$ cat config.mk
export PLATFORM = sky130hd
export DESIGN_NAME = pcff_exp_cell
export DESIGN_NICKNAME = d
export VERILOG_FILES = /design/src/sv/pcff_pkg.sv /design/src/sv/pcff_exp_cell.sv
export SDC_FILE = /design/constraint.sdc
export NUM_CORES = 2
export LEC_CHECK = 0
export ABC_AREA = 1
export BUFFER_PORTS_ARGS = -buffer_cell sky130_fd_sc_hd__buf_4
export CORE_ASPECT_RATIO = 0.8
export CORE_MARGIN = 2
export CORE_UTILIZATION = 66
export DETAILED_ROUTE_END_ITERATION = 6
export PLACE_DENSITY = 0.89
export SETUP_SLACK_MARGIN = 0.15
export SLEW_MARGIN = 40
export SYNTH_ARGS = -nofsm -noshare
export SYNTH_HDL_FRONTEND = slang
export SYNTH_SLANG_ARGS = --single-unit
export TNS_END_PERCENT = 5
$ cat constraint.sdc
create_clock -name clk_i -period 2.23 [get_ports clk_i]
set_input_delay 0.3345 -clock clk_i [delete_from_list [all_inputs] [get_ports clk_i]]
set_output_delay 0.3345 -clock clk_i [all_outputs]
set_load 0.01 [all_outputs]
$ cat src/sv/pcff_pkg.sv
// Shared types, widths and constant functions for the power curve fog factor block.
// No dependencies.
package pcff_pkg;

  localparam int unsigned DistBits = 20;
  localparam int unsigned CfgBits  = (DistBits > 16) ? DistBits : 16;
  localparam int unsigned FracBits = 16;
  localparam int unsigned YBits    = 31;
  localparam int unsigned SBits    = 25;
  localparam int unsigned WBits    = 17;

  localparam logic [1:0] CFG_ENABLE = 2'd0;
  localparam logic [1:0] CFG_NEAR   = 2'd1;
  localparam logic [1:0] CFG_FAR    = 2'd2;
  localparam logic [1:0] CFG_POWER  = 2'd3;

  typedef enum logic [1:0] {
    MODE_ZERO = 2'd0,
    MODE_FULL = 2'd1,
    MODE_CALC = 2'd2
  } mode_e;

  typedef struct packed {
    logic  vld;
    logic  usable;
    mode_e mode;
  } side_t;

  function automatic logic [63:0] isqrt64(input logic [63:0] v);
    logic [63:0] r;
    logic [63:0] b;
    logic [63:0] x;
    r = '0;
    b = 64'd1 << 62;
    x = v;
    for (int k = 0; k < 32; k++) begin
      if (x >= r + b) begin
        x = x - (r + b);
        r = (r >> 1) + b;
      end else begin
        r = r >> 1;
      end
      b = b >> 2;
    end
    return r;
  endfunction

  // c(i) ~ 2^(-2^-i) in Q.30
  function automatic logic [YBits-1:0] exp_coef(input int i);
    logic [63:0] c;
    c = isqrt64(64'd1 << 59);
    for (int k = 1; k < 16; k++) begin
      if (k < i) c = isqrt64(c << 30);
    end
    return c[YBits-1:0];
  endfunction

endpackage

$ cat src/sv/pcff_exp_cell.sv
// One exp2 cell: conditional multiply by a root-of-one-half coefficient.
// Depends on pcff_pkg.
module pcff_exp_cell (
  input  logic                       clk_i,
  input  logic                       rst_ni,
  input  logic                       en_i,
  input  pcff_pkg::side_t            side_i,
  input  logic [pcff_pkg::YBits-1:0] coef_i,
  input  logic                       sel_i,
  input  logic [pcff_pkg::YBits-1:0] r_i,
  input  logic [pcff_pkg::SBits-1:0] s_i,
  output pcff_pkg::side_t            side_o,
  output logic [pcff_pkg::YBits-1:0] r_o,
  output logic [pcff_pkg::SBits-1:0] s_o
);
  import pcff_pkg::*;

  side_t              side_q;
  logic [YBits-1:0]   r_q, r_d;
  logic [SBits-1:0]   s_q;
  logic [2*YBits-1:0] prod;

  always_comb begin
    prod = {{YBits{1'b0}}, r_i} * {{YBits{1'b0}}, coef_i};
    r_d  = sel_i ? prod[30 +: YBits] : r_i;
  end

  always_ff @(posedge clk_i or negedge rst_ni) begin
    if (!rst_ni) begin
      side_q <= '0;
    end else if (en_i) begin
      side_q <= side_i;
    end
  end

  always_ff @(posedge clk_i) begin
    if (en_i) begin
      r_q <= r_d;
      s_q <= s_i;
    end
  end

  assign side_o = side_q;
  assign r_o    = r_q;
  assign s_o    = s_q;
endmodule

==> flow_summary.ini <==
[run_status]
status = finished with violations
violations = design-rule violations, negative setup slack

[sta]
worstMarginPinSlew_ns = 0.491
worst_slack_ns = -4.32
final_max_slew_viol_count = 0
hold_ws_ns = 0.173
period_share = 2.94
slew_headroom = 0.669
hold_viol_final = 0
post-route-min-period_ns = 6.55
setup_violations = 31
rsz0062_at_grt = yes
skew_ns = 0
max_freq_mhz = 153

[synthesis]
yosysSeqAreaShare = 0.0515
syn_area_per_cell_sq_um = 7.74
ys.warnings.count = 0
synthDistinctLibCells = 32
postSynthCellCount = 4472
syn_nets = 5648
ys_ff_latch = 60
synth_top_area_share = 0.483
synth_area_sq_mm = 0.0346
yosysTopAreaCell = fa_1
yosys-top-cells-area = fa_1 48%, inv_1 15%, nand2_1 14%

[floorplanning]
start_util = 0.664
ios = 155
num_rows = 75
die_h_microns = 209
core_sq_mm = 0.0521
dieWidth_microns = 260
dieArea_sq_mm = 0.0543

[critical_path]
arrival_ns = 6.64
timing.critical_path.slowest_cell_delay_ns = 0.64
critPathCaptureType = flip-flop
worstPathRequired_ns = 2.32
slowest_stage = fa_2
start_kind = input pin
critical_path.top_delay_family = adder cells
path_max_fanout = 7
path_buf_inv = 9
critPathKind = in -> reg

[cts]
root_buffer = clkbuf_16
clkTransAtPathRegs_ns = 0.06
cts_made_buffers = 9
cts_buffer_depth = 2
cts.sinks = 60
htreeDepth = 3
cts_tree = yes
clk_latency_ns = 0.33

[detailed_routing]
viasPerCell = 5.70
drt-initial-drc-count = 3707
routed_wl_microns = 111000
routed_wire_length_per_instance_microns = 20.3
dr.pass1.iters = 7
drcViolationCount = 53
ant_nets = 0
route.vias.total = 31200

[global_routing]
grtUsageTotal = 0.416
grt_pass1_vias = 33800
busiest_layer = met2
grt_use_met2 = 0.649
grt_overflow = 0
grt_max_degree = 32
use_met1 = 0.526
grt_first_pass_wirelength_microns = 174000
grtUsageMet3 = 0.128
antenna_found_initial = 2

[placement]
place_area_sq_mm = 0.0386
gp_congestion = 0.989
io_buffers = 154
place_hpwl_microns = 93000

[finish]
drive_above_1_share = 0.144
fin_area_sq_mm = 0.0398
final_cell_mix = 1,382 x inv_1, 1,302 x nand2_1, 813 x fa_1
final_common_cell = inv_1
finalNetCount = 5962
area_growth_pct = 15.1

[flow_run]
cap_violations = 0

[min_path]
min_path_type = in -> reg
[layer usage]
| metal | vias up | wire length, microns |
|---|---|---|
| met4 | 2 | 7310 |
| met5 | - | 7 |
| li1 | 13100 | - |
| met3 | 711 | 16000 |
| met1 | 14900 | 37800 |
| met2 | 2563 | 50200 |
[through the flow]
step,setup WS [ns],TNS [ns],cells,utilization
global route,-4.51,-136.23,5484,0.765
floorplan,-3.92,-119.72,4472,-
finish,-4.32,-130.61,5485,0.765
global placement,-4.65,-139.81,5462,0.742
CTS,-4.21,-127.61,5482,0.756
detailed placement,-4.71,-142.19,5462,0.742
[flip-flops by register name (all words and copies together) (netlist names)]
name    cells
r_o        31
s_o        25
side_o      4
[logic make-up after synthesis]
group	Yosys count	synth area share
simple gates	1558	0.176
xor+xnor	8	0.00202
compound gates	151	0.0229
mux	4	0.00130
fa+ha+maj	1081	0.572
flops	60	0.0515
buf+inv	1610	0.175
[cell type report]
type,instances,area [sq um]
multi-input cells,2802,27400
fillers,3200,12200
inverters,1418,5330
repair buffers,495,4140
flip-flops and latches,60,1780
well taps,693,867
clock buffers,12,256
clock inverters,4,25.0
diodes,1,2.50
[cells in the mapped netlist, drive strengths merged]
cell type and instances:
inv 1417, nand2 1317, fa 835, ha 246
clkbuf 189, nor2 122, a21oi 84, nand3 83
edfxtp 56, o21ai 53, nor3 11, nand4 10
o21bai 9, nand3b 7, dfrtp 4, mux2 4
nor4 4, xnor2 4, xor2 4, a21o 3
buf 3, or2 2, a31oi 1, and2 1
and3 1, clkinv 1, o21a 1
[final timing paths]
check                               start         to  slack (ns)  depth (start not counted)
worst max-delay path              r_i[24]    r_o[27]       -4.32                         28
worst min-delay path               s_i[1]     s_o[1]        0.17                          1
worst max register to register  side_o[2]  side_o[2]        1.45                          1
worst min register to register  side_o[3]  side_o[3]        0.51                          1
max in group asynchronous          rst_ni  side_o[0]        1.79                          2
min in group asynchronous          rst_ni  side_o[2]        0.33                          2
[what timing repair did]
action,in CTS,in global routing
hold buffers,1,0
pin swaps,45,34
setup buffers,3,2
gates resized for setup,129,108
setup endpoints to repair,31,31
hold endpoints to repair,4,0
Power is not shown: default switching activity piles up to over one toggle a cycle in this logic, so the estimate is an artifact.
