==> config.mk <==
export PLATFORM = sky130hd
export DESIGN_NAME = pcff_log_cell
export DESIGN_NICKNAME = d
export VERILOG_FILES = /design/src/sv/pcff_pkg.sv /design/src/sv/pcff_log_cell.sv
export SDC_FILE = /design/constraint.sdc
export NUM_CORES = 2
export LEC_CHECK = 0
export ABC_AREA = 1
export BUFFER_PORTS_ARGS = -buffer_cell sky130_fd_sc_hd__clkbuf_2
export CAP_MARGIN = 15
export CORE_MARGIN = 2
export CORE_UTILIZATION = 63
export DETAILED_ROUTE_END_ITERATION = 12
export GPL_TIMING_DRIVEN = 0
export PLACE_DENSITY = 0.81
export SLEW_MARGIN = 20
export SYNTH_ARGS = -nofsm -noshare
export SYNTH_HDL_FRONTEND = slang
export SYNTH_SLANG_ARGS = --single-unit
==> constraint.sdc <==
create_clock -name clk_i -period 0.95 [get_ports clk_i]
set_input_delay 0.095 -clock clk_i [delete_from_list [all_inputs] [get_ports clk_i]]
set_output_delay 0.095 -clock clk_i [all_outputs]
set_load 0.05 [all_outputs]
==> src/sv/pcff_pkg.sv <==
// Shared types, widths and constant functions for the power curve fog factor block.
// No dependencies.
package pcff_pkg;

  localparam int unsigned DistBits = 20;
  localparam int unsigned CfgBits  = (DistBits > 16) ? DistBits : 16;
  localparam int unsigned FracBits = 16;
  localparam int unsigned YBits    = 31;
  localparam int unsigned SBits    = 25;
  localparam int unsigned WBits    = 17;

  localparam logic [1:0] CFG_ENABLE = 2'd0;
  localparam logic [1:0] CFG_NEAR   = 2'd1;
  localparam logic [1:0] CFG_FAR    = 2'd2;
  localparam logic [1:0] CFG_POWER  = 2'd3;

  typedef enum logic [1:0] {
    MODE_ZERO = 2'd0,
    MODE_FULL = 2'd1,
    MODE_CALC = 2'd2
  } mode_e;

  typedef struct packed {
    logic  vld;
    logic  usable;
    mode_e mode;
  } side_t;

  function automatic logic [63:0] isqrt64(input logic [63:0] v);
    logic [63:0] r;
    logic [63:0] b;
    logic [63:0] x;
    r = '0;
    b = 64'd1 << 62;
    x = v;
    for (int k = 0; k < 32; k++) begin
      if (x >= r + b) begin
        x = x - (r + b);
        r = (r >> 1) + b;
      end else begin
        r = r >> 1;
      end
      b = b >> 2;
    end
    return r;
  endfunction

  // c(i) ~ 2^(-2^-i) in Q.30
  function automatic logic [YBits-1:0] exp_coef(input int i);
    logic [63:0] c;
    c = isqrt64(64'd1 << 59);
    for (int k = 1; k < 16; k++) begin
      if (k < i) c = isqrt64(c << 30);
    end
    return c[YBits-1:0];
  endfunction

endpackage

==> src/sv/pcff_log_cell.sv <==
// One log2 cell: square the mantissa and take one fraction bit of the log.
// Depends on pcff_pkg.
module pcff_log_cell (
  input  logic                          clk_i,
  input  logic                          rst_ni,
  input  logic                          en_i,
  input  pcff_pkg::side_t               side_i,
  input  logic [pcff_pkg::YBits-1:0]    y_i,
  input  logic [pcff_pkg::FracBits-1:0] l_i,
  input  logic [3:0]                    e_i,
  output pcff_pkg::side_t               side_o,
  output logic [pcff_pkg::YBits-1:0]    y_o,
  output logic [pcff_pkg::FracBits-1:0] l_o,
  output logic [3:0]                    e_o
);
  import pcff_pkg::*;

  side_t               side_q;
  logic [YBits-1:0]    y_q, y_d;
  logic [FracBits-1:0] l_q, l_d;
  logic [3:0]          e_q;
  logic [2*YBits-1:0]  sq;
  logic [YBits:0]      y2;

  always_comb begin
    sq  = {{YBits{1'b0}}, y_i} * {{YBits{1'b0}}, y_i};
    y2  = sq[30 +: YBits+1];
    y_d = y2[YBits] ? y2[YBits:1] : y2[YBits-1:0];
    l_d = {l_i[FracBits-2:0], y2[YBits]};
  end

  always_ff @(posedge clk_i or negedge rst_ni) begin
    if (!rst_ni) begin
      side_q <= '0;
    end else if (en_i) begin
      side_q <= side_i;
    end
  end

  always_ff @(posedge clk_i) begin
    if (en_i) begin
      y_q <= y_d;
      l_q <= l_d;
      e_q <= e_i;
    end
  end

  assign side_o = side_q;
  assign y_o    = y_q;
  assign l_o    = l_q;
  assign e_o    = e_q;
endmodule

==> impl_metrics.env <==
export IMPL_status="finished with violations"
export IMPL_violations="setup timing"
export IMPL_regToRegSetupSlack_ns=0.04
export IMPL_ys_types=38
export IMPL_detail_route_iter0_violations=2830
export IMPL_drtPass1Iterations=6
export IMPL_grt_first_pass_wirelength_um=152000
export IMPL_ys_warn_count=0
export IMPL_cts_max_level=2
export IMPL_hold_depth=2
export IMPL_final_cell_mix="inv_1, nand2_1, fa_1"
export IMPL_syn_avg_cell_area_sq_um=8.00
export IMPL_cpMostUsedCell="fa_1"
export IMPL_vias=26300
export IMPL_crit_path_max_incr_delay_ns=0.59
export IMPL_synth_area_top_cells="fa_1, inv_1, nand2_1"
export IMPL_layout_nets=5194
export IMPL_min_path_type="input port to flip-flop"
export IMPL_synth_top_area_share_pct=47.9
export IMPL_hold_start="side_i[0]"
export IMPL_synth_edf_count=51
export IMPL_final_layout_size_suffix_gt1_share_pct=14.0
export IMPL_pre_cts_ws_ns=-6.66
export IMPL_syn_cell_area_sq_um=31200
export IMPL_crit_arrival_ns=6.64
export IMPL_top_usage_layer="met2"
export IMPL_grt_usage_pct=40.2
export IMPL_grtUsageMet1_pct=48.5
export IMPL_synthFlopType="edfxtp_1"
export IMPL_critPathRequiredTime_ns=1.01
export IMPL_cts_tree="yes"
export IMPL_skew_ns=0
export IMPL_utilization_pct=74.4
export IMPL_ios=113
export IMPL_rsz0062_at_grt="true"
export IMPL_worst_r2r_path_depth=2
export IMPL_mostFrequentLayoutCell="inv_1"
export IMPL_drc=0
export IMPL_worstReg2RegStart="side_o[3]"
export IMPL_cts_sinks=55
export IMPL_cts_buffers=5
export IMPL_antenna_left=0
export IMPL_die_h_um=227
export IMPL_io_buffer_count=109
export IMPL_synthCells=3908
export IMPL_wl_per_cell_um=21.1
export IMPL_wl_um=101000
export IMPL_ys_seq_area_share_pct=5.22
export IMPL_drv_cap=0
export IMPL_fin_crit_ns=6.59
export IMPL_max_freq_ghz=0.152
export IMPL_finalCritPeriodShare_pct=693
export IMPL_slowest_stage="fa_1"
export IMPL_num_rows=81
export IMPL_ys_seq_elements=55
export IMPL_rr_endpoint="side_o[3]"
export IMPL_grtUsageMet3_pct=10.6
export IMPL_hold_viol_final=0
export IMPL_gr_total_overflow=0
export IMPL_dpl_cell_area_sq_um=33000
export IMPL_path_clk_slew_ns=0.07
export IMPL_fp_coreArea_sq_um=49000
export IMPL_min_to="side_o[0]"
export IMPL_async_flop_share_pct=7.27
export IMPL_slew_viol_final=0
export IMPL_start_util_pct=63.8
export IMPL_crit_fanout=8
export IMPL_end_kind="flip-flop"
export IMPL_grtUsageMet2_pct=63.9
export IMPL_final_cell_area_sq_um=36400
export IMPL_max_slew_margin_pct=52.8
export IMPL_grt_pass1_vias=28000
export IMPL_vias_per_cell=5.49
export IMPL_worst_slack_ns=-5.64
export IMPL_synth_largest_area_cell="fa_1"
export IMPL_antenna_found_initial=4
export IMPL_clk_path_buf_depth=2
export IMPL_gp_congestion=1.02
export IMPL_crit_type="input port to flip-flop"
export IMPL_synth_nets=4982
export IMPL_syn2layout_area_growth_pct=16.6
export IMPL_dp_hpwl_um=78000
export IMPL_clock_latency_ns=0.30
export IMPL_setup_viol=85
export IMPL_dieArea_sq_um=51400
export IMPL_die_width_um=227
export IMPL_startpoint_type="input port"
export IMPL_grt_max_degree=56
export IMPL_cts_root_buf="clkbuf_16"
export IMPL_setup_tns_ns=-180.87
export IMPL_tightest_slew_ns=0.708
export IMPL_fill_cells=3431
-- cells by family (layout without fill, tap and decap cells) --
family	count (synthesis)	in the layout	synth area share [%]
buffers and inverters	1436	1649	17.4
and+or+nand+nor	1271	1271	16.0
adders and majority gates	1016	1016	58.6
AOI/OAI and AO/OA	95	95	1.71
DFF	55	55	5.22
xor gates and xnor gates	31	31	0.869
muxes	4	4	0.144
other	0	5	0
-- stage by stage --
step | std cells | hold WS, ns
after global routing | 4785 | 0.0361
after global placement | 4681 | -0.0946
after detailed placement | 4681 | -0.0905
after floorplan | 3908 | -0.201
final | 4790 | 0.0266
after CTS | 4742 | 0.0289
-- cell usage after synthesis (12+ instances only) --
library cell,number
nor2_1,105
clkbuf_1,82
nand4_1,15
o21bai_1,13
buf_1,12
fa_1,747
o21ai_0,16
ha_1,269
a21oi_1,57
xor2_1,21
nand3_1,67
inv_1,1330
nand2_1,1043
edfxtp_1,51
-- routing by layer --
layer | share of wire (%) | vias to the layer above
met2 | 46 | 1715
met5 | 0.013 | -
met1 | 34 | 12700
met3 | 12 | 586
met4 | 8.7 | 2
li1 | - | 11300
-- worst max path at each step --
| stage | from | cells past startpoint | end |
|---|---|---|---|
| after floorplan | y_i[7] | 30 | y_o[24] |
| after global placement | y_i[5] | 30 | y_o[8] |
| after detailed placement | y_i[5] | 30 | y_o[9] |
| after CTS | y_i[7] | 33 | y_o[20] |
| after global routing | y_i[12] | 31 | y_o[21] |
| final | y_i[12] | 31 | y_o[4] |
-- timing repair --
action                                  4_1_cts  5_1_grt
setup buffers                                29       40
pin swaps                                    26      121
resized for setup                           349      332
endpoints found under the setup margin       87       91
hold endpoints to repair                     23        0
gates cloned                                  4        3
hold buffers                                 20        0
-- worst max-delay path: cells and delay by family --
family / cells / cell delay (ns)
compound gates: 1 / 0.17
fa+ha+maj: 9 / 4.37
buf+inv: 8 / 0.97
simple gates: 13 / 0.98
-- flip-flops by register name, indices dropped and copies added (netlist names) --
| register | flops |
|---|---|
| side_o | 4 |
| y_o | 31 |
| e_o | 4 |
| l_o | 16 |
-- cell type report --
type / count / area (sq um) / share of cell area [%]
multi-input combinational: 2417 / 25300 / 69.3
inverter: 1335 / 5010 / 13.8
timing repair buffer: 205 / 2090 / 5.74
sequential: 55 / 1640 / 4.49
buffer: 101 / 1420 / 3.91
tap: 664 / 831 / 2.28
clock buffer: 6 / 129 / 0.354
clock inverter: 2 / 37.5 / 0.103
antenna: 5 / 12.5 / 0.0343
Power is left out: the tool's default activity adds up to more than one toggle a clock period on the data nets, which glitch-free logic cannot reach.
