$ cat src/sv/pcff_pkg.sv
// Shared types, widths and constant functions for the power curve fog factor block.
// No dependencies.
package pcff_pkg;

  localparam int unsigned DistBits = 20;
  localparam int unsigned CfgBits  = (DistBits > 16) ? DistBits : 16;
  localparam int unsigned FracBits = 16;
  localparam int unsigned YBits    = 31;
  localparam int unsigned SBits    = 25;
  localparam int unsigned WBits    = 17;

  localparam logic [1:0] CFG_ENABLE = 2'd0;
  localparam logic [1:0] CFG_NEAR   = 2'd1;
  localparam logic [1:0] CFG_FAR    = 2'd2;
  localparam logic [1:0] CFG_POWER  = 2'd3;

  typedef enum logic [1:0] {
    MODE_ZERO = 2'd0,
    MODE_FULL = 2'd1,
    MODE_CALC = 2'd2
  } mode_e;

  typedef struct packed {
    logic  vld;
    logic  usable;
    mode_e mode;
  } side_t;

  function automatic logic [63:0] isqrt64(input logic [63:0] v);
    logic [63:0] r;
    logic [63:0] b;
    logic [63:0] x;
    r = '0;
    b = 64'd1 << 62;
    x = v;
    for (int k = 0; k < 32; k++) begin
      if (x >= r + b) begin
        x = x - (r + b);
        r = (r >> 1) + b;
      end else begin
        r = r >> 1;
      end
      b = b >> 2;
    end
    return r;
  endfunction

  // c(i) ~ 2^(-2^-i) in Q.30
  function automatic logic [YBits-1:0] exp_coef(input int i);
    logic [63:0] c;
    c = isqrt64(64'd1 << 59);
    for (int k = 1; k < 16; k++) begin
      if (k < i) c = isqrt64(c << 30);
    end
    return c[YBits-1:0];
  endfunction

endpackage

$ cat src/sv/pcff_div_cell.sv
// One restoring-division cell: one quotient bit per stage.
// Depends on pcff_pkg.
module pcff_div_cell (
  input  logic                          clk_i,
  input  logic                          rst_ni,
  input  logic                          en_i,
  input  pcff_pkg::side_t               side_i,
  input  logic [pcff_pkg::DistBits-1:0] den_i,
  input  logic [pcff_pkg::DistBits-1:0] rem_i,
  input  logic [pcff_pkg::FracBits-1:0] quot_i,
  output pcff_pkg::side_t               side_o,
  output logic [pcff_pkg::DistBits-1:0] rem_o,
  output logic [pcff_pkg::FracBits-1:0] quot_o
);
  import pcff_pkg::*;

  side_t               side_q;
  logic [DistBits-1:0] rem_q, rem_d;
  logic [FracBits-1:0] quot_q, quot_d;
  logic [DistBits:0]   rem2;
  logic                ge;

  always_comb begin
    rem2   = {rem_i, 1'b0};
    ge     = rem2 >= {1'b0, den_i};
    rem_d  = ge ? DistBits'(rem2 - {1'b0, den_i}) : rem2[DistBits-1:0];
    quot_d = {quot_i[FracBits-2:0], ge};
  end

  always_ff @(posedge clk_i or negedge rst_ni) begin
    if (!rst_ni) begin
      side_q <= '0;
    end else if (en_i) begin
      side_q <= side_i;
    end
  end

  always_ff @(posedge clk_i) begin
    if (en_i) begin
      rem_q  <= rem_d;
      quot_q <= quot_d;
    end
  end

  assign side_o = side_q;
  assign rem_o  = rem_q;
  assign quot_o = quot_q;
endmodule

$ cat config.mk
export PLATFORM = sky130hd
export DESIGN_NAME = pcff_div_cell
export DESIGN_NICKNAME = d
export VERILOG_FILES = /design/src/sv/pcff_pkg.sv /design/src/sv/pcff_div_cell.sv
export SDC_FILE = /design/constraint.sdc
export NUM_CORES = 1
export LEC_CHECK = 0
export ABC_AREA = 1
export BUFFER_PORTS_ARGS = -buffer_cell sky130_fd_sc_hd__buf_2
export CAP_MARGIN = 20
export CORE_MARGIN = 3
export CORE_UTILIZATION = 54
export DETAILED_ROUTE_END_ITERATION = 7
export GPL_ROUTABILITY_DRIVEN = 0
export GPL_TIMING_DRIVEN = 0
export PLACE_DENSITY = 0.86
export SYNTH_ARGS = -nofsm -noshare
export SYNTH_HDL_FRONTEND = slang
export SYNTH_SLANG_ARGS = --single-unit
$ cat constraint.sdc
create_clock -name clk_i -period 1.9 [get_ports clk_i]
set_clock_uncertainty 0.15 [all_clocks]
set_input_delay 0.38 -clock clk_i [delete_from_list [all_inputs] [get_ports clk_i]]
set_output_delay 0.38 -clock clk_i [all_outputs]
set_load 0.01 [all_outputs]
==> run metrics, run 1 <==
maximum clock frequency=484.2 MHz; total of flip-flops plus latches after synthesis=40; cell count after placement=546; final number of setup-violating endpoints=18; standby leakage power=0.002270 uW; fraction of the cycle the final worst path needs=108.7%; number of core rows=26; critical path type=input pin to flop; number of cells in the finished layout apart from fillers=570; YS warnings=0; CTS HTree Levels=2; max cap viols=0; fill cell total of the finished layout=233; TritonCTS clock tree=done; Area contributors post-synth=sky130_fd_sc_hd__edfxtp_1 (37%), sky130_fd_sc_hd__nand2_1 (17%), sky130_fd_sc_hd__ha_1 (8.6%); DRT antenna net count=0; first-pass detailed-route iteration total=5; drt first-iter violations=274; number of nets in the synthesized netlist=459; Rel. slew slack=40.66%; total wire length=9.744 mm; Cell Chain, Critical Path=buf_6, ha_4, nand2_4, inv_4, buf_4, a21oi_1, nor2_1, nor2_1, nand3b_1, nand3_2, nand2_1; dpl hpwl=5.729 mm; Max Root-Sink Buffers=2; Setup WS post-layout=-165.4 ps; sort of element at the end of the critical path=flop; initial antenna violation count=0; area of the placeable core=5172 um2; top cell type by total area after synthesis=sky130_fd_sc_hd__edfxtp_1; kind of cell adding the most delay to the critical path=simple AND/OR/NAND/NOR gates; wire length of the first global-routing pass=11.67 mm; actual slew at the worst max-slew pin=890.1 ps; Worst Path Max Fanout=4; mean instance size in the synthesized netlist=7.777 um2; distinct cell type count after synthesis=27; number of global-route vias before repair=2726; die boundary height=79.49 um; count of antenna diodes in the layout=0; share of layout cells above drive strength 1=49.20%; pin count of the biggest net entering global routing=41; classification of the worst-slack hold path=input pin to flop; DRC viols=0; RSZ-0062 raised after global routing=true; Clock Sink Count=40; crit path time final=2065 ps; Die X=79.49 um; IR Drop Worst-Case VDD=0.4816 mV; cell at the root of the clock tree=sky130_fd_sc_hd__clkbuf_8; Critical path buffers and inverters=3; vias after detailed routing=3187; starting utilization of the core area=56.39%; commonest cells after routing, fill and taps aside=sky130_fd_sc_hd__nand2_1 (103), sky130_fd_sc_hd__buf_2 (79), sky130_fd_sc_hd__inv_1 (48), sky130_fd_sc_hd__edfxtp_1 (36), sky130_fd_sc_hd__nand2_2 (31); type of element launching the critical path=input pin; failing checks=setup timing; outcome=complete, but fails checks; commonest non-fill, non-tap cell in the layout=sky130_fd_sc_hd__nand2_1; relative area change from synthesis to final layout=55.43%; total grt overflow=0; share of the yosys chip area belonging to registers=40.50%; aggregate global-route resource usage=23.17%; portion of synthesized cell area occupied by the leading cell type=37.07%; Finished Core Util=87.64%; Total Nets Final=583; clock latency of the later-clocked register in the worst-skew pair=290 ps; hold violation count in the final report=0; Slew Viols, Final=0; wire per inst=17.09 um; clock transition at the registers of the reported paths=80 ps; post-synthesis cell count=375; synthesized cell area=2917 um2; library cell contributing the largest single delay on the critical path=sky130_fd_sc_hd__a21oi_1; Cell Pwr Density=689.8 nW/um2; Vias per Instance=5.591; data arrival at the endpoint of the critical path=1960 ps; Crit path top cell by count=sky130_fd_sc_hd__nor2_1; I/O pin count=103; maximum cell stage delay along the critical path=310 ps; total die area=6319 um2; count of buffers from port buffering=101; data required time at the worst endpoint=1790 ps; total clock buffers created by CTS=5
power by group:
group / internal [uW] / switching, uW
clock: 525 / 316
combinational: 516 / 659
sequential: 1090 / 24.7
sequential cells by signal, indices dropped and copies added, names as in the netlist:
name and flops:
rem_o 20, quot_o 16, side_o 4
path summary, 6_finish.rpt:
check | start | slack (ps) | cells past startpoint | endpoint
max | rem_i[8] | -170 | 11 | rem_o[15]$_DFFE_PP_
min | quot_i[10] | 110 | 1 | quot_o[11]$_DFFE_PP_
max reg2reg | side_o[0]$_DFFE_PN0P_ | 990 | 1 | side_o[0]$_DFFE_PN0P_
min reg2reg | side_o[3]$_DFFE_PN0P_ | 370 | 1 | side_o[3]$_DFFE_PN0P_
max in group asynchronous | rst_ni | 1230 | 2 | side_o[2]$_DFFE_PN0P_
min in group asynchronous | rst_ni | 260 | 2 | side_o[3]$_DFFE_PN0P_
what timing repair did:
item                       4_1_cts  5_1_grt
hold buffers                     1        0
buffers inserted                 0       12
pin swaps                        4       34
hold endpoints to repair         4        0
gates resized for setup          7       97
setup endpoints to repair       14       20
cloned                           0        3
cell families (layout without fill, tap and decap cells):
family / Yosys count / after routing / share of synthesized area, %
buffers and inverters: 69 / 194 / 10.12
adder cells (fa/ha/maj): 21 / 21 / 9.266
flip-flops: 40 / 40 / 40.50
XOR/XNOR: 9 / 9 / 2.703
multiplexers: 4 / 4 / 1.544
AO/OA/AOI/OAI: 17 / 17 / 3.132
AND/OR/NAND/NOR: 215 / 215 / 32.73
area by class of cell:
cell class	count	area [um2]	area share [%]
sequential	40	1181	26.06
tap	70	87.58	1.932
timing repair buffer	117	829.5	18.30
buffer	3	55.05	1.214
multi-input combinational	266	1964	43.33
inverter	66	282.8	6.238
clock buffer	6	72.57	1.601
clock inverter	2	60.06	1.325
layer usage:
metal  global-route usage [%]  vias to the layer above  part of all wire [%]
met5                        0                        -                     0
met4                    6.357                        0                   5.6
li1                         -                     1436                     -
met2                    43.41                      250                    48
met1                    27.15                     1437                    37
met3                    3.499                       64                   9.6
synthesized netlist by cell type:
master                     count
sky130_fd_sc_hd__a21oi_1      12
sky130_fd_sc_hd__a21oi_2       1
sky130_fd_sc_hd__buf_12        1
sky130_fd_sc_hd__buf_6         2
sky130_fd_sc_hd__dfrtp_1       4
sky130_fd_sc_hd__edfxtp_1     36
sky130_fd_sc_hd__fa_1          1
sky130_fd_sc_hd__ha_1         20
sky130_fd_sc_hd__inv_1        64
sky130_fd_sc_hd__inv_2         1
sky130_fd_sc_hd__inv_6         1
sky130_fd_sc_hd__mux2_2        4
sky130_fd_sc_hd__nand2_1     129
sky130_fd_sc_hd__nand2_2      21
sky130_fd_sc_hd__nand2_4       1
sky130_fd_sc_hd__nand3_1      27
sky130_fd_sc_hd__nand3_2       1
sky130_fd_sc_hd__nand3b_1      6
sky130_fd_sc_hd__nand4_1       1
sky130_fd_sc_hd__nor2_1       23
sky130_fd_sc_hd__nor2_2        3
sky130_fd_sc_hd__nor3_1        2
sky130_fd_sc_hd__nor3_4        1
sky130_fd_sc_hd__o21ai_0       3
sky130_fd_sc_hd__o21bai_1      1
sky130_fd_sc_hd__xnor2_1       1
sky130_fd_sc_hd__xor2_1        8
stage by stage:
step / setup TNS, ps / worst slack, ps / hold slack (ps) / instance area (um2) / total power, uW
floorplan: -290.3 / -31.75 / -65.59 / 3247 / 1736
finish: -1210 / -165.4 / 109.4 / 4533 / 3127
detailed placement: -6473 / -346.1 / 36.33 / 3840 / 2041
global route: -2459 / -155.9 / 99.52 / 4533 / 3252
CTS: 0 / 0.5510 / 105.4 / 4000 / 2888
global placement: -5605 / -316.9 / 33.89 / 3840 / 2009
Power figures use the tool's default switching activity.
==> run 2: changes to the inputs <==
ABC_AREA = default   (was 1)
CORE_UTILIZATION = 53   (was 54)
==> run 2 against run 1 <==
The run still ends with setup timing left; largest cell class unchanged; worst setup slack worse by 340 ps; hold slack hardly changed; flip-flop and latch count unchanged.
==> run metrics, run 2 <==
clock latency of the later-clocked register in the worst-skew pair=290 ps (about the same); library cell contributing the largest single delay on the critical path=sky130_fd_sc_hd__a32o_2; actual slew at the worst max-slew pin=924.7 ps (+34.54 ps); relative area change from synthesis to final layout=54.56%; first-pass detailed-route iteration total=4 (-1); fill cell total of the finished layout=227 (-2.6%); Vias per Instance=5.850 (+4.6%); outcome=complete, but fails checks; pin count of the biggest net entering global routing=41 (unchanged); Rel. slew slack=38.35% (-2.3 points); starting utilization of the core area=57.13% (+0.74 points); share of async-settable or async-resettable flops after synthesis=10.00% (unchanged); top-count cell post-synth=sky130_fd_sc_hd__edfxtp_1; clock transition at the registers of the reported paths=80 ps (about the same); minimum hold slack=109.2 ps (-0.2080 ps); sum of routed wire segments on met1=3.277 mm (-7.9%); Area contributors post-synth=sky130_fd_sc_hd__edfxtp_1 (41%), sky130_fd_sc_hd__ha_1 (9.6%), sky130_fd_sc_hd__mux2_4 (5.2%); Worst Path Max Fanout=5 (+1); post-route total power=2990 uW (-4.4%); DP Area=3486 um2 (-9.2%); post-route setup TNS=-9080 ps (-7870 ps); worst reg2reg path startpoint=side_o[0]$_DFFE_PN0P_; footprint of the multi-input gates=1637 um2 (-17%); total clock buffers created by CTS=5 (unchanged); count of buffers from port buffering=101 (unchanged); aggregate global-route resource usage=25.89% (+2.7 points); max cap viols=0 (unchanged); type of element launching the critical path=input pin; Max Root-Sink Buffers=2 (unchanged); post-synthesis cell count=237 (-37%); data arrival at the endpoint of the critical path=2310 ps (+350 ps); number of nets in the synthesized netlist=321 (-30%); cell at the root of the clock tree=sky130_fd_sc_hd__clkbuf_8; total grt overflow=0 (unchanged); commonest cells after routing, fill and taps aside=sky130_fd_sc_hd__buf_2 (88), sky130_fd_sc_hd__edfxtp_1 (36), sky130_fd_sc_hd__buf_4 (22), sky130_fd_sc_hd__inv_1 (18), sky130_fd_sc_hd__ha_4 (18); IR Drop Worst-Case VDD=0.4622 mV (-4.0%); number of flops mapped to enable cells by yosys=36 (unchanged); standby leakage power=0.001833 uW (-19%); Synth top cells by count=sky130_fd_sc_hd__edfxtp_1 (36), sky130_fd_sc_hd__inv_1 (28), sky130_fd_sc_hd__ha_1 (20), sky130_fd_sc_hd__a21oi_1 (19), sky130_fd_sc_hd__nand2_1 (19); sort of element at the end of the critical path=flop; share of the yosys chip area belonging to registers=45.30% (+4.8 points); Top FF cell, synth=sky130_fd_sc_hd__edfxtp_1; die boundary height=76.14 um (-4.2%); drt first-iter violations=234 (-15%); top cell type by total area after synthesis=sky130_fd_sc_hd__edfxtp_1; DRT antenna net count=0 (unchanged); final number of setup-violating endpoints=21 (+3); wire per inst=20.77 um (+21%); RSZ-0062 raised after global routing=true; total wire length=8.971 mm (-7.9%); fraction of the cycle the final worst path needs=126.8% (+18 points); wire length of the first global-routing pass=11.99 mm (+2.7%); CTS HTree Levels=2 (unchanged); share of layout cells above drive strength 1=57.77% (+8.6 points); hold violation count in the final report=0 (unchanged); count of antenna diodes in the layout=0 (unchanged); maximum cell stage delay along the critical path=310 ps (about the same); TritonCTS clock tree=done; number of global-route vias before repair=2464 (-9.6%); met2 wire len=4.558 mm (-3.0%); uppermost layer routed=met4; initial antenna violation count=0 (unchanged); Clock Sink Count=40 (unchanged); number of core rows=24 (-7.7%); Setup WS post-layout=-509.3 ps (-343.9 ps); I/O pin count=103 (unchanged); DRC viols=0 (unchanged); crit path time final=2409 ps (+343.9 ps); mean instance size in the synthesized netlist=11.00 um2 (+41%); commonest non-fill, non-tap cell in the layout=sky130_fd_sc_hd__buf_2; Cell Chain, Critical Path=buf_4, ha_4, o21a_1, o31ai_4, a211oi_4, o21bai_2, a32o_2, inv_8, buf_12, mux2_4; Slew Viols, Final=0 (unchanged); synthesized cell area=2608 um2 (-11%); hold path startpoint=quot_i[1]; Finished Core Util=88.30% (+0.66 points); data required time at the worst endpoint=1800 ps (about the same); Cell Pwr Density=741.8 nW/um2 (+7.6%); YS warnings=0 (unchanged); dpl hpwl=5.114 mm (-11%); distinct cell type count after synthesis=52 (+93%); maximum clock frequency=415.1 MHz (-14%); area of the placeable core=4564 um2 (-12%); failing checks=setup timing; classification of the worst-slack hold path=input pin to flop; total of flip-flops plus latches after synthesis=40 (unchanged); number of flip-flops in the largest register=20 (unchanged); vias after detailed routing=2527 (-21%); Non-Filler Cell Area, Final=4030 um2 (-11%); critical path type=input pin to flop; Die X=76.14 um (-4.2%); storage element area=1181 um2 (unchanged); total die area=5797 um2 (-8.3%); portion of synthesized cell area occupied by the leading cell type=41.46% (+4.4 points); crit path from=rem_i[2]; Total Nets Final=450 (-23%); met3 routed wirelength=831 um (-11%)
-- run 2: changes by cell type in the layout (fill, tap and decap cells not counted), moves of 12 or more --
cell and change:
sky130_fd_sc_hd__nand2_2 -26, sky130_fd_sc_hd__nand2_1 -92, sky130_fd_sc_hd__inv_1 -30, sky130_fd_sc_hd__nand2_4 -13, sky130_fd_sc_hd__nand3_1 -12, sky130_fd_sc_hd__buf_6 -13
-- run 2: final cells by class --
class                      instances  area share [%]
multi-input combinational        161           40.61
sequential                        40           29.31
timing repair buffer             126           20.43
inverter                          29           3.881
tap                               65           2.018
clock buffer                       5           1.708
clock inverter                     3           1.056
buffer                             3          0.9935
-- run 2: timing repair --
action / in CTS / in global routing
buffers inserted: 10 / 13
pin swaps: 14 / 24
setup endpoints to repair: 21 / 21
gates resized for setup: 36 / 34
gates cloned: 1 / 1
endpoints found under the hold margin: 4 / 0
hold buffers: 1 / 0
-- run 2: worst max-delay path: cells and delay by family --
| kind | cells | cell delay, ps |
|---|---|---|
| AOI/OAI and AO/OA | 5 | 990 |
| adders and majority gates | 1 | 290 |
| buffers and inverters | 3 | 340 |
| muxes | 1 | 300 |
-- run 2: logic make-up (layout without fill, tap and decap cells) --
| kind of cell | after synthesis | in the layout | share of synthesized area, % |
|---|---|---|---|
| and+or+nand+nor | 48 | 48 | 9.310 |
| DFF | 40 | 40 | 45.30 |
| adders and majority gates | 21 | 21 | 10.36 |
| AOI/OAI and AO/OA | 63 | 63 | 16.31 |
| buffers and inverters | 36 | 166 | 6.382 |
| xor gates and xnor gates | 15 | 15 | 5.039 |
| muxes | 14 | 14 | 7.294 |
-- run 2: path summary, 6_finish.rpt --
path / end / slack, ps / cells after the start
worst min register to register: side_o[3]$_DFFE_PN0P_ / 360 / 1
min in group asynchronous: side_o[3]$_DFFE_PN0P_ / 260 / 2
max in group asynchronous: side_o[2]$_DFFE_PN0P_ / 1220 / 2
worst max-delay path: rem_o[5]$_DFFE_PP_ / -510 / 10
worst min-delay path: quot_o[2]$_DFFE_PP_ / 110 / 1
worst max register to register: side_o[0]$_DFFE_PN0P_ / 1000 / 1
-- run 2: layer usage --
metal,up-vias,GRT usage (%)
met5,-,0
met2,175,45.57
li1,1123,-
met1,1202,29.41
met4,0,12.68
met3,27,6.147
-- run 2: report_power, final --
group,switching [uW],internal (uW)
registers,31.8,1100
clock network,324,389
logic,574,575
-- run 2: stage by stage --
stage | instances | setup slack (ps)
3_5_place_dp | 403 | -1043
4_1_cts | 423 | -615.2
6_report | 432 | -509.3
2_1_floorplan | 237 | -682.6
5_1_grt | 432 | -594.7
3_3_place_gp | 403 | -987.9
==> run 3: changes to the inputs <==
SETUP_SLACK_MARGIN = 0.4   (was default)
SKIP_LAST_GASP = 1   (was default)
==> run 3 against run 2 <==
Final cell count increased by 1.6%; core utilization increased by 1.6 points; clock power decreased by 1%; the run still ends with setup timing left; non-clock buffer count increased by 7; critical endpoint unchanged; routed wire length increased by 0.33%; via count increased by 4.9%; sequential power about the same.
==> run metrics, run 3 (synthesis results as in run 2) <==
cell at the root of the clock tree=sky130_fd_sc_hd__clkbuf_8; hold path startpoint=quot_i[12]; Max Root-Sink Buffers=2 (unchanged); aggregate global-route resource usage=25.76% (-0.13 points); I/O pin count=103 (unchanged); maximum clock frequency=390.4 MHz (-5.9%); number of cells on the worst reg-to-reg path=1 (unchanged); CTS HTree Levels=2 (unchanged); Setup WS post-layout=-661.5 ps (-152.2 ps); Vias per Instance=6.039 (+3.2%); pin count of the biggest net entering global routing=41 (unchanged); max cap viols=0 (unchanged); classification of the worst-slack hold path=input pin to flop; count of buffers from port buffering=101 (unchanged); standby leakage power=0.001865 uW (+1.7%); dpl hpwl=5.114 mm (unchanged); data required time at the worst endpoint=1800 ps (about the same); Die X=76.14 um (unchanged); Total Nets Final=457 (+1.6%); starting utilization of the core area=57.13% (unchanged); vias after detailed routing=2651 (+4.9%); total die area=5797 um2 (unchanged); endpoint with the worst hold slack=quot_o[13]$_DFFE_PP_; initial antenna violation count=0 (unchanged); wire per inst=20.50 um (-1.3%); hold depth=1 (unchanged); DRC viols=0 (unchanged); count of antenna diodes in the layout=0 (unchanged); number of flip-flops in the largest register=20 (unchanged); commonest non-fill, non-tap cell in the layout=sky130_fd_sc_hd__buf_2; clock transition at the registers of the reported paths=80 ps (about the same); total clock buffers created by CTS=5 (unchanged); IR Drop Worst-Case VDD=0.4207 mV (-9.0%); area of the placeable core=4564 um2 (unchanged); total wire length=9.001 mm (+0.33%); endpoint of the most critical register-to-register path=side_o[2]$_DFFE_PN0P_; cell count after placement=403 (unchanged); drt first-iter violations=270 (+15%); data arrival at the endpoint of the critical path=2460 ps (+150 ps); Worst Path Max Fanout=6 (+1); hold violation count in the final report=0 (unchanged); Cell Pwr Density=729.2 nW/um2 (-1.7%); outcome=complete, but fails checks; crit path time final=2561 ps (+152.2 ps); number of core rows=24 (unchanged); failing checks=setup timing; DRT antenna net count=0 (unchanged); fraction of the cycle the final worst path needs=134.8% (+8.0 points); RSZ-0062 raised after global routing=true; reg-to-reg setup timing slack=1000 ps (about the same); Finished Core Util=89.91% (+1.6 points); clock latency of the later-clocked register in the worst-skew pair=290 ps (about the same); number of cells in the finished layout apart from fillers=439 (+1.6%); sort of element at the end of the critical path=flop; Rel. slew slack=63.20% (+25 points); relative area change from synthesis to final layout=57.39%; worst-case setup slack after placement=-1043 ps (unchanged); first-pass detailed-route iteration total=5 (+1); crit path from=den_i[15]; Clock Sink Count=40 (unchanged); final number of setup-violating endpoints=21 (unchanged); TritonCTS clock tree=done; post-route setup TNS=-12530 ps (-3450 ps); Slew Viols, Final=0 (unchanged); number of global-route vias before repair=2448 (-0.65%); worst reg2reg path startpoint=side_o[2]$_DFFE_PN0P_; actual slew at the worst max-slew pin=552.1 ps (-372.6 ps); commonest cells after routing, fill and taps aside=sky130_fd_sc_hd__buf_2 (83), sky130_fd_sc_hd__edfxtp_1 (36), sky130_fd_sc_hd__buf_4 (23), sky130_fd_sc_hd__inv_1 (18), sky130_fd_sc_hd__ha_4 (18); type of element launching the critical path=input pin; wire length of the first global-routing pass=11.94 mm (-0.40%); share of layout cells above drive strength 1=56.15% (-1.6 points); total grt overflow=0 (unchanged); critical path type=input pin to flop; die boundary height=76.14 um (unchanged)
-- run 3: area by class of cell --
type                       count  area [um2]
tap                           65       81.33
timing repair buffer         129       880.8
inverter                      29       156.4
fill                         206       460.4
clock buffer                   5       68.82
clock inverter                 3       42.54
sequential                    40        1181
buffer                         7       96.34
multi-input combinational    161        1597
-- run 3: worst max path at each step --
stage / to / slack (ps) / depth (start not counted)
6_report: rem_o[5]$_DFFE_PP_ / -660 / 12
5_1_grt: rem_o[5]$_DFFE_PP_ / -690 / 12
4_1_cts: rem_o[5]$_DFFE_PP_ / -620 / 13
3_5_place_dp: rem_o[15]$_DFFE_PP_ / -1040 / 12
3_3_place_gp: rem_o[19]$_DFFE_PP_ / -990 / 12
2_1_floorplan: rem_o[12]$_DFFE_PP_ / -680 / 12
-- run 3: repair_timing --
action,4_1_cts,5_1_grt
gates resized for setup,38,29
setup endpoints to repair,21,25
hold endpoints to repair,4,0
cloned,1,1
pin swaps,17,18
buffers inserted,11,14
hold buffers,1,0
-- run 3: report_power, final --
part	total, uW	switching (uW)	internal [uW]
logic	1160	570	594
clock network	704	316	389
registers	1120	29.2	1100
total	2990	915	2080
-- run 3: layer usage --
layer | track usage, % | wire, um
met2 | 45.04 | 4405
met1 | 29.48 | 3300
met4 | 12.68 | 444
met5 | 0 | 0
met3 | 6.147 | 851
-- run 3: critical path, stage by stage --
cell and delay, ps:
sky130_fd_sc_hd__buf_2 90, sky130_fd_sc_hd__inv_1 70, sky130_fd_sc_hd__ha_4 330, sky130_fd_sc_hd__nand3_4 110
sky130_fd_sc_hd__nor4_2 240, sky130_fd_sc_hd__nand4_1 180, sky130_fd_sc_hd__and2_4 180, sky130_fd_sc_hd__a32o_2 260
sky130_fd_sc_hd__buf_6 130, sky130_fd_sc_hd__inv_8 70, sky130_fd_sc_hd__buf_12 120, sky130_fd_sc_hd__mux2_4 300
-- run 3: metrics by stage --
step	area, um2	hold slack, ps	total power (uW)
finish	4104	110.9	2992
global route	4104	100.2	3122
CTS	3865	110.1	2821
detailed placement	3486	35.72	2035
global placement	3486	36.02	2000
floorplan	2899	-65.59	1731
